## src/sv/pdfsm_pkg.sv

```systemverilog
// pdfsm_pkg: shared types and constants for the presence debounce block
// used by pdfsm_cfg, pdfsm_core and presence_debounce_fsm; no dependencies
`default_nettype none

package pdfsm_pkg;

    // configuration register indexes
    localparam int unsigned CFG_IDX_W = 8;
    localparam logic [CFG_IDX_W-1:0] CFG_ENTER     = CFG_IDX_W'(0);
    localparam logic [CFG_IDX_W-1:0] CFG_EXIT      = CFG_IDX_W'(1);
    localparam logic [CFG_IDX_W-1:0] CFG_HEARTBEAT = CFG_IDX_W'(2);
    localparam logic [CFG_IDX_W-1:0] CFG_LEASE     = CFG_IDX_W'(3);

    // register reset values and clamp floors
    localparam logic [31:0] ENTER_RESET     = 32'd500;
    localparam logic [31:0] EXIT_RESET      = 32'd500;
    localparam logic [31:0] HEARTBEAT_RESET = 32'd1000;
    localparam logic [31:0] LEASE_RESET     = 32'd2000;
    localparam logic [31:0] ENTER_MIN       = 32'd500;
    localparam logic [31:0] HEARTBEAT_MIN   = 32'd1000;
    localparam logic [31:0] LEASE_MARGIN    = 32'd1000;

    // presence state codes as seen on the result word
    localparam logic [2:0] PS_UNAVAIL = 3'd0;
    localparam logic [2:0] PS_WATCH   = 3'd1;
    localparam logic [2:0] PS_PPEND   = 3'd2;
    localparam logic [2:0] PS_PRESENT = 3'd3;
    localparam logic [2:0] PS_APEND   = 3'd4;

    // fact codes
    localparam logic [1:0] FACT_NONE    = 2'd0;
    localparam logic [1:0] FACT_PRESENT = 2'd1;
    localparam logic [1:0] FACT_ABSENT  = 2'd2;

    // command codes
    localparam logic CMD_SAMPLE = 1'b0;
    localparam logic CMD_STOP   = 1'b1;

    // one-hot machine state
    typedef enum logic [4:0] {
        ST_UNAVAIL = 5'b00001,
        ST_WATCH   = 5'b00010,
        ST_PPEND   = 5'b00100,
        ST_PRESENT = 5'b01000,
        ST_APEND   = 5'b10000
    } state_t;

    // effective (clamped) timing values
    typedef struct packed {
        logic [31:0] enter;
        logic [31:0] exit_hold;
        logic [31:0] heartbeat;
        logic [31:0] lease;
    } cfg_eff_t;

    // one input word
    typedef struct packed {
        logic        cmd;
        logic [63:0] now_ms;
        logic        profile_on;
        logic [31:0] profile_rev;
        logic        face_hit;
        logic        face_ran;
        logic        body_ran;
        logic        body_seen;
    } item_t;

    // one result word
    typedef struct packed {
        logic [2:0]  presence_state;
        logic [1:0]  fact;
        logic [31:0] cur_revision;
        logic [31:0] fact_revision;
        logic [31:0] epoch_count;
        logic [31:0] fact_sequence;
        logic [63:0] time_echo;
        logic [63:0] last_match_time;
        logic [31:0] lease_out;
        logic        session_active;
    } result_t;

    // one-hot state to external code
    function automatic logic [2:0] state_code(input state_t st);
        logic [2:0] code;
        unique case (st)
            ST_UNAVAIL: code = PS_UNAVAIL;
            ST_WATCH:   code = PS_WATCH;
            ST_PPEND:   code = PS_PPEND;
            ST_PRESENT: code = PS_PRESENT;
            ST_APEND:   code = PS_APEND;
            default:    code = PS_UNAVAIL;
        endcase
        return code;
    endfunction

endpackage

`default_nettype wire

```

## src/sv/pdfsm_cfg.sv

```systemverilog
// pdfsm_cfg: configuration registers and clamping of the timing values
// depends on pdfsm_pkg
`default_nettype none

module pdfsm_cfg
    import pdfsm_pkg::*;
(
    input  wire logic                 clk,
    input  wire logic                 rst_n,
    input  wire logic                 cfg_valid,
    output logic                      cfg_ready,
    input  wire logic [CFG_IDX_W-1:0] cfg_index,
    input  wire logic [31:0]          cfg_data,
    output cfg_eff_t                  eff
);

    logic [31:0] enter_reg;
    logic [31:0] exit_reg;
    logic [31:0] heartbeat_reg;
    logic [31:0] lease_reg;
    logic [31:0] enter_eff;
    logic [31:0] heartbeat_eff;
    logic [32:0] lease_floor_sum;
    logic [31:0] lease_floor;

    // always able to take a write
    assign cfg_ready = 1'b1;

    // register writes; indexes beyond the list are dropped
    always_ff @(posedge clk or negedge rst_n)
    begin
        if (!rst_n)
        begin
            enter_reg     <= ENTER_RESET;
            exit_reg      <= EXIT_RESET;
            heartbeat_reg <= HEARTBEAT_RESET;
            lease_reg     <= LEASE_RESET;
        end
        else if (cfg_valid && cfg_ready)
        begin
            unique case (cfg_index)
                CFG_ENTER:     enter_reg     <= cfg_data;
                CFG_EXIT:      exit_reg      <= cfg_data;
                CFG_HEARTBEAT: heartbeat_reg <= cfg_data;
                CFG_LEASE:     lease_reg     <= cfg_data;
                default:       ;
            endcase
        end
    end

    // clamps; lease floor saturates at all ones
    assign enter_eff       = (enter_reg < ENTER_MIN) ? ENTER_MIN : enter_reg;
    assign heartbeat_eff   = (heartbeat_reg < HEARTBEAT_MIN) ? HEARTBEAT_MIN : heartbeat_reg;
    assign lease_floor_sum = {1'b0, heartbeat_eff} + {1'b0, LEASE_MARGIN};
    assign lease_floor     = lease_floor_sum[32] ? 32'hFFFF_FFFF : lease_floor_sum[31:0];

    assign eff.enter     = enter_eff;
    assign eff.exit_hold = (exit_reg < enter_eff) ? enter_eff : exit_reg;
    assign eff.heartbeat = heartbeat_eff;
    assign eff.lease     = (lease_reg < lease_floor) ? lease_floor : lease_reg;

endmodule

`default_nettype wire

```

## src/sv/pdfsm_core.sv

```systemverilog
// pdfsm_core: presence state machine, timers, counters and result forming
// depends on pdfsm_pkg; takes clamped timing values from pdfsm_cfg
`default_nettype none

module pdfsm_core
    import pdfsm_pkg::*;
(
    input  wire logic     clk,
    input  wire logic     rst_n,
    input  wire logic     step,
    input  wire item_t    item,
    input  wire cfg_eff_t eff,
    output result_t       res
);

    state_t      st_reg,     st_next;
    logic [31:0] trev_reg,   trev_next;
    logic [63:0] pstart_reg, pstart_next;
    logic [63:0] lmatch_reg, lmatch_next;
    logic [63:0] lfact_reg,  lfact_next;
    logic        sess_reg,   sess_next;
    logic [31:0] epoch_reg,  epoch_next;
    logic [31:0] seq_reg,    seq_next;
    logic [1:0]  fact;
    logic [31:0] frev;

    // wrapping elapsed-time checks against the hold times
    logic [63:0] since_pend;
    logic [63:0] since_fact;
    logic [63:0] since_match;
    logic        enter_done;
    logic        beat_due;
    logic        exit_done;
    logic        mismatch;
    logic        observe;
    logic        identity;

    assign since_pend  = item.now_ms - pstart_reg;
    assign since_fact  = item.now_ms - lfact_reg;
    assign since_match = item.now_ms - lmatch_reg;
    assign enter_done  = since_pend  >= {32'd0, eff.enter};
    assign beat_due    = since_fact  >= {32'd0, eff.heartbeat};
    assign exit_done   = since_match >= {32'd0, eff.exit_hold};
    assign mismatch    = !item.profile_on || (item.profile_rev == 32'd0)
                         || (item.profile_rev != trev_reg);
    assign identity    = item.face_hit;
    assign observe     = item.face_hit
                         || (item.body_ran && item.body_seen && sess_reg);

    // next state for the word in the input register
    always_comb
    begin
        st_next     = st_reg;
        trev_next   = trev_reg;
        pstart_next = pstart_reg;
        lmatch_next = lmatch_reg;
        lfact_next  = lfact_reg;
        sess_next   = sess_reg;
        epoch_next  = epoch_reg;
        fact        = FACT_NONE;
        frev        = 32'd0;

        priority if (item.cmd == CMD_STOP || mismatch)
        begin
            // stop or profile change: drop everything
            if (st_reg == ST_PRESENT || st_reg == ST_APEND)
            begin
                fact = FACT_ABSENT;
                frev = trev_reg;
            end
            if (item.cmd == CMD_STOP || !item.profile_on)
            begin
                st_next   = ST_UNAVAIL;
                trev_next = 32'd0;
            end
            else
            begin
                st_next   = ST_WATCH;
                trev_next = item.profile_rev;
            end
            pstart_next = 64'd0;
            lmatch_next = 64'd0;
            lfact_next  = 64'd0;
            sess_next   = 1'b0;
        end
        else if (observe)
        begin
            // owner evidence
            if (item.face_hit)
                sess_next = 1'b1;
            lmatch_next = item.now_ms;
            if (st_reg == ST_WATCH && identity)
            begin
                st_next     = ST_PPEND;
                pstart_next = item.now_ms;
            end
            else if (st_reg == ST_PPEND && enter_done)
            begin
                st_next    = ST_PRESENT;
                epoch_next = epoch_reg + 32'd1;
                lfact_next = item.now_ms;
                fact       = FACT_PRESENT;
                frev       = trev_reg;
            end
            else if (st_reg == ST_APEND)
            begin
                st_next = ST_PRESENT;
            end
            // heartbeat while present
            if (fact == FACT_NONE && st_next == ST_PRESENT && beat_due)
            begin
                lfact_next = item.now_ms;
                fact       = FACT_PRESENT;
                frev       = trev_reg;
            end
        end
        else if (item.face_ran || item.body_ran)
        begin
            // no owner evidence
            if (st_reg == ST_PPEND && item.body_ran && !item.body_seen)
            begin
                st_next     = ST_WATCH;
                pstart_next = 64'd0;
                sess_next   = 1'b0;
            end
            else if (st_reg == ST_PRESENT && item.body_ran && !item.body_seen)
            begin
                st_next = ST_APEND;
            end
            else if (st_reg == ST_APEND && exit_done)
            begin
                st_next     = ST_WATCH;
                pstart_next = 64'd0;
                lfact_next  = 64'd0;
                sess_next   = 1'b0;
                fact        = FACT_ABSENT;
                frev        = trev_reg;
            end
        end
        else
        begin
            // no detector ran: everything holds
        end
    end

    assign seq_next = (fact != FACT_NONE) ? seq_reg + 32'd1 : seq_reg;

    // state registers
    always_ff @(posedge clk or negedge rst_n)
    begin
        if (!rst_n)
        begin
            st_reg     <= ST_UNAVAIL;
            trev_reg   <= 32'd0;
            pstart_reg <= 64'd0;
            lmatch_reg <= 64'd0;
            lfact_reg  <= 64'd0;
            sess_reg   <= 1'b0;
            epoch_reg  <= 32'd0;
            seq_reg    <= 32'd0;
        end
        else if (step)
        begin
            st_reg     <= st_next;
            trev_reg   <= trev_next;
            pstart_reg <= pstart_next;
            lmatch_reg <= lmatch_next;
            lfact_reg  <= lfact_next;
            sess_reg   <= sess_next;
            epoch_reg  <= epoch_next;
            seq_reg    <= seq_next;
        end
    end

    // result word
    assign res.presence_state  = state_code(st_next);
    assign res.fact            = fact;
    assign res.cur_revision    = trev_next;
    assign res.fact_revision   = frev;
    assign res.epoch_count     = epoch_next;
    assign res.fact_sequence   = seq_next;
    assign res.time_echo       = item.now_ms;
    assign res.last_match_time = lmatch_next;
    assign res.lease_out       = (fact == FACT_PRESENT) ? eff.lease : 32'd0;
    assign res.session_active  = sess_next;

    // epoch only moves on entry into present, by one
    a_epoch_step: assert property (@(posedge clk) disable iff (!rst_n)
        step |=> (epoch_reg == $past(epoch_reg))
                 || (epoch_reg == $past(epoch_reg) + 32'd1 && st_reg == ST_PRESENT))
        else $error("epoch count moved without entry into present");

    // sequence count follows the facts emitted
    a_seq_step: assert property (@(posedge clk) disable iff (!rst_n)
        step |=> seq_reg == $past(seq_reg) + (($past(fact) != FACT_NONE) ? 32'd1 : 32'd0))
        else $error("fact sequence does not match emitted facts");

    // nothing moves without a word
    a_hold_idle: assert property (@(posedge clk) disable iff (!rst_n)
        !step |=> $stable(st_reg) && $stable(seq_reg) && $stable(trev_reg))
        else $error("state changed with no word processed");

endmodule

`default_nettype wire

```

## src/sv/presence_debounce_fsm.sv

```systemverilog
// presence_debounce_fsm: top level with input register, result register and handshake
// depends on pdfsm_pkg, pdfsm_cfg and pdfsm_core
//
// Usage:
//   Input channel (in_valid / in_stall) carries one word per sample or stop
//   event; output channel (out_valid / out_stall) returns exactly one result
//   word per input word, in order. Configuration writes go through
//   cfg_valid / cfg_ready with cfg_index and cfg_data; cfg_ready is always
//   high, indexes beyond 3 are ignored. Write configuration only while idle.
//   A word accepted into the input register has its result loaded into the
//   result register when that register is free. Throughput: one word per
//   cycle while the receiver does not stall; the state update is combinational
//   compares and 64-bit subtracts between the input and result registers.
//   Reset (rst_n low, asynchronous) puts the machine in unavailable, clears
//   revision, times, session, epoch and sequence, and loads the default
//   timing values 500 / 500 / 1000 / 2000 ms.
//   When the receiver stalls, the result register holds; one more word can
//   still be taken into the input register, after which in_stall rises until
//   the result is taken.
`default_nettype none

module presence_debounce_fsm
    import pdfsm_pkg::*;
(
    input  wire logic                 clk,
    input  wire logic                 rst_n,
    // configuration
    input  wire logic                 cfg_valid,
    output logic                      cfg_ready,
    input  wire logic [CFG_IDX_W-1:0] cfg_index,
    input  wire logic [31:0]          cfg_data,
    // input words
    input  wire logic                 in_valid,
    output logic                      in_stall,
    input  wire logic                 cmd,
    input  wire logic [63:0]          now_ms,
    input  wire logic                 profile_on,
    input  wire logic [31:0]          profile_rev,
    input  wire logic                 face_hit,
    input  wire logic                 face_ran,
    input  wire logic                 body_ran,
    input  wire logic                 body_seen,
    // result words
    output logic                      out_valid,
    input  wire logic                 out_stall,
    output logic [2:0]                presence_state,
    output logic [1:0]                fact,
    output logic [31:0]               cur_revision,
    output logic [31:0]               fact_revision,
    output logic [31:0]               epoch_count,
    output logic [31:0]               fact_sequence,
    output logic [63:0]               time_echo,
    output logic [63:0]               last_match_time,
    output logic [31:0]               lease_out,
    output logic                      session_active
);

    cfg_eff_t eff;
    item_t    item_reg;
    logic     in_vld_reg, in_vld_next;
    result_t  res_comb;
    result_t  res_reg;
    logic     out_vld_reg, out_vld_next;
    logic     out_load;
    logic     step;
    logic     in_take;

    // configuration registers
    pdfsm_cfg u_cfg (
        .clk       (clk),
        .rst_n     (rst_n),
        .cfg_valid (cfg_valid),
        .cfg_ready (cfg_ready),
        .cfg_index (cfg_index),
        .cfg_data  (cfg_data),
        .eff       (eff)
    );

    // handshake control
    assign out_load     = !out_vld_reg || !out_stall;
    assign step         = in_vld_reg && out_load;
    assign in_stall     = in_vld_reg && !out_load;
    assign in_take      = in_valid && !in_stall;
    assign in_vld_next  = in_take || (in_vld_reg && !step);
    assign out_vld_next = step || (out_vld_reg && out_stall);

    always_ff @(posedge clk or negedge rst_n)
    begin
        if (!rst_n)
        begin
            in_vld_reg  <= 1'b0;
            out_vld_reg <= 1'b0;
        end
        else
        begin
            in_vld_reg  <= in_vld_next;
            out_vld_reg <= out_vld_next;
        end
    end

    // input register
    always_ff @(posedge clk)
    begin
        if (in_take)
        begin
            item_reg.cmd         <= cmd;
            item_reg.now_ms      <= now_ms;
            item_reg.profile_on  <= profile_on;
            item_reg.profile_rev <= profile_rev;
            item_reg.face_hit    <= face_hit;
            item_reg.face_ran    <= face_ran;
            item_reg.body_ran    <= body_ran;
            item_reg.body_seen   <= body_seen;
        end
    end

    // state machine
    pdfsm_core u_core (
        .clk   (clk),
        .rst_n (rst_n),
        .step  (step),
        .item  (item_reg),
        .eff   (eff),
        .res   (res_comb)
    );

    // result register
    always_ff @(posedge clk)
    begin
        if (step)
            res_reg <= res_comb;
    end

    assign out_valid       = out_vld_reg;
    assign presence_state  = res_reg.presence_state;
    assign fact            = res_reg.fact;
    assign cur_revision    = res_reg.cur_revision;
    assign fact_revision   = res_reg.fact_revision;
    assign epoch_count     = res_reg.epoch_count;
    assign fact_sequence   = res_reg.fact_sequence;
    assign time_echo       = res_reg.time_echo;
    assign last_match_time = res_reg.last_match_time;
    assign lease_out       = res_reg.lease_out;
    assign session_active  = res_reg.session_active;

    // a present fact only comes out of the present state, with a lease
    a_present_fact: assert property (@(posedge clk) disable iff (!rst_n)
        (out_valid && fact == FACT_PRESENT) |->
            (presence_state == PS_PRESENT && lease_out != 32'd0))
        else $error("present fact outside present state or without lease");

    // no fact, no revision and no lease
    a_no_fact: assert property (@(posedge clk) disable iff (!rst_n)
        (out_valid && fact == FACT_NONE) |-> (fact_revision == 32'd0 && lease_out == 32'd0))
        else $error("revision or lease reported without a fact");

    // unavailable means nothing is tracked
    a_unavail_clear: assert property (@(posedge clk) disable iff (!rst_n)
        (out_valid && presence_state == PS_UNAVAIL) |->
            (cur_revision == 32'd0 && !session_active && last_match_time == 64'd0))
        else $error("unavailable state with tracked profile data");

endmodule

`default_nettype wire

```

## config.mk

```make
export PLATFORM = sky130hd
export DESIGN_NAME = presence_debounce_fsm
export DESIGN_NICKNAME = d
export VERILOG_FILES = /design/src/sv/pdfsm_pkg.sv /design/src/sv/pdfsm_cfg.sv /design/src/sv/pdfsm_core.sv /design/src/sv/presence_debounce_fsm.sv
export SDC_FILE = /design/constraint.sdc
export NUM_CORES = 2
export LEC_CHECK = 0
export BUFFER_PORTS_ARGS = -buffer_cell sky130_fd_sc_hd__buf_2
export CAP_MARGIN = 10
export CORE_UTILIZATION = 30
export DETAILED_ROUTE_END_ITERATION = 6
export REMOVE_ABC_BUFFERS = 1
export SLEW_MARGIN = 20
export SYNTH_ARGS = -nofsm -noshare
export SYNTH_HDL_FRONTEND = slang
export SYNTH_SLANG_ARGS = --single-unit
```

## constraint.sdc

```tcl
create_clock -name clk -period 10.25 [get_ports clk]
set_input_delay 0.5125 -clock clk [delete_from_list [all_inputs] [get_ports clk]]
set_output_delay 0.5125 -clock clk [all_outputs]
set_load 0.03 [all_outputs]
```

==> run metrics <==
outcome finished, final reports clean; Initial Utilization 0.3035; Overall Global Routing Usage 0.1916; leakage 24.62 nW; H-tree Lvls 3; Peak VDD IR 0.1376 mV; nets@finish 6114; total grt overflow 0; Post-synth ARST share 0.5171; maxcap violations 0; vias in the first global route 40660; vias 42110; drt pass-1 iters 6; CTS buffer count 97; Core Area 165700 µm²; Synth Instances 5122; setup TNS 0 ps; clk_skew 46.55 ps; Core Util, Final 0.3593; die height 411.5 µm; Final Cycle Share 0.9477; Routed WL per cell 21.17 µm; worst hold slack 66.94 ps; TritonCTS Sinks 820; synthesis-to-finish area growth 18.36%; DIE WIDTH 411.5 µm; routability congestion estimate 0.9526; Crit Path Class reg -> reg; Routed WL 167.1 mm; vias per cell 5.335; clock latency on the worst-skew pair 760 ps; Post-synth top flop dfrtp_1; pwr/cell area 152.5 nW/µm²; Max clock buf depth 3; Max stage delay on crit path 640 ps; placed wire-length estimate 127.9 mm; # setup viols final 0; # port buffers 442; DRC 0; maximum fanout along the worst path 47; antenna violations before repair 5; Final min period 9714 ps; Ys Warns 0; row count 149; Worst Path Arrival 10200 ps; Slew @ Worst Pin 1057 ps; layout cell share with drive strength beyond 1 0.1567; number of synthesized register bits 820; sequential share of the synthesized area 0.4479; Die ar. 169300 µm²; Critical Path RT 10740 ps; RSZ-0062 raised after global routing false; first-iteration detailed-routing DRC count 3586; Root Buffer clkbuf_16; CTS tree built; Place WS 520.6 ps; max reg flops 102; fmax 102.9 MHz; slew margin rel. 0.2909; min-delay worst type in -> reg; Max Slew Vio Count 0; IO Pins 444; pin count of the biggest net entering global routing 154; hold violation count in the final report 0; nature of the critical path startpoint flop; post_cts resized 0; Synth Cell Area 50300 µm²; setup ws final 536.3 ps; synth unique cells 92; first-pass GRT wire length 250.8 mm; clk slew on worst S/H paths 60 ps; Crit-path slowest cell o21ai_0; CP endpoint kind flop; Post-synth EDFFs 396; Avg Cell Area, Syn 9.821 µm²; antenna viol nets, final 0
==> final cells by class <==
| class | count | area, µm² |
|---|---|---|
| Fill cell | 16600 | 106200 |
| Multi-Input combinational cell | 3767 | 25770 |
| Sequential cell | 820 | 22530 |
| Timing Repair Buffer | 622 | 3921 |
| Tap cell | 2189 | 2739 |
| Clock buffer | 124 | 2620 |
| Inverter | 308 | 1164 |
| Clock inverter | 59 | 785.8 |
| Antenna cell | 4 | 10.01 |
==> where the power goes <==
part           switching (W)  internal (W)
Combinational        0.00113      0.000542
Clock                0.00153       0.00214
Sequential          0.000117       0.00363
==> metrics by stage <==
| stage | cell area [µm²] | std cells | power [W] |
|---|---|---|---|
| after global routing | 59540 | 7892 | 0.009471 |
| after CTS | 59530 | 7889 | 0.009168 |
| after global placement | 55030 | 7597 | 0.005407 |
| after detailed placement | 55030 | 7597 | 0.005427 |
| after floorplan | 49370 | 4895 | 0.004830 |
| final | 59540 | 7893 | 0.009082 |
==> what timing repair did <==
item                      CTS  global route
hold endpoints to repair  171             0
buffers inserted            0             0
hold buffers              109             0
==> cell families after synthesis <==
| family | share of synthesized area |
|---|---|
| other | 0.00007455 |
| buffers and inverters | 0.04154 |
| DFF | 0.4479 |
| muxes | 0.04057 |
| and+or+nand+nor | 0.1557 |
| adders and majority gates | 0.08775 |
| AOI/OAI and AO/OA | 0.1740 |
| xor gates and xnor gates | 0.05241 |
==> worst max-delay path: cells and delay by family, from the launching register on <==
kind            cells  cell delay, ps
mux                 1             270
compound gates     17            4330
flops               1             400
simple gates       10            2760
buf+inv             4            1060
xor+xnor            1              60
fa+ha+maj           2             540
==> synthesized netlist by cell type, types with 60 or more instances <==
cell type	number	area, µm²
nand3_1	119	595.6
and2_1	89	556.8
nand4_1	133	832.1
o31ai_1	75	563.0
nor4_1	60	375.4
dfrtp_1	399	9985
edfxtp_1	396	11890
xnor2_1	202	1769
o21ai_0	230	1151
nor3_1	74	370.4
a21oi_1	391	1957
and3_1	64	400.4
a21o_1	110	825.8
inv_1	308	1156
nand2_1	439	1648
xor2_1	99	867.1
mux2_2	143	1610
clkbuf_1	180	675.7
ha_1	348	4354
nor2_1	427	1603
a22o_1	133	1165
==> final timing paths <==
kind	start	to	slack, ps	cells after the start
hold reg to reg	item_reg[87]	time_echo[50]	450	0
max in group asynchronous	rst_n	u_cfg.exit_reg[1]	7820	4
setup / recovery	u_cfg.enter_reg[31]	fact_sequence[5]	540	35
min in group asynchronous	rst_n	u_core.epoch_reg[6]	300	2
setup reg to reg	u_cfg.enter_reg[31]	fact_sequence[5]	540	35
hold / removal	cfg_data[4]	u_cfg.exit_reg[4]	70	3
==> metal layers <==
| layer | share of wire | vias to the layer above | GRT usage |
|---|---|---|---|
| li1 | - | 19810 | - |
| met1 | 0.45 | 20750 | 0.2628 |
| met2 | 0.46 | 1299 | 0.3053 |
| met3 | 0.059 | 246 | 0.03257 |
| met4 | 0.029 | 2 | 0.06127 |
| met5 | 0.000078 | - | 0 |
==> layout by cell type (no fill, tap or decap), drive strengths merged, types with 38 or more instances in the layout <==
master       count
a31oi           38
nor4            60
and3            64
xnor2          202
dlygate4sd3    109
xor2            99
nor3            75
a21o           110
edfxtp         396
a22o           133
ha             348
nor2b           42
dfrtp          399
buf            513
and2            89
nand4          135
mux2i           43
nand2          439
nand3          119
o21a            39
o21bai          38
inv            312
nor2           427
a21oi          392
o31ai           77
clkbuf         124
o211ai          41
o21ai          237
a211oi          53
mux2           143
No activity file was read; power rests on OpenSTA's default activity.
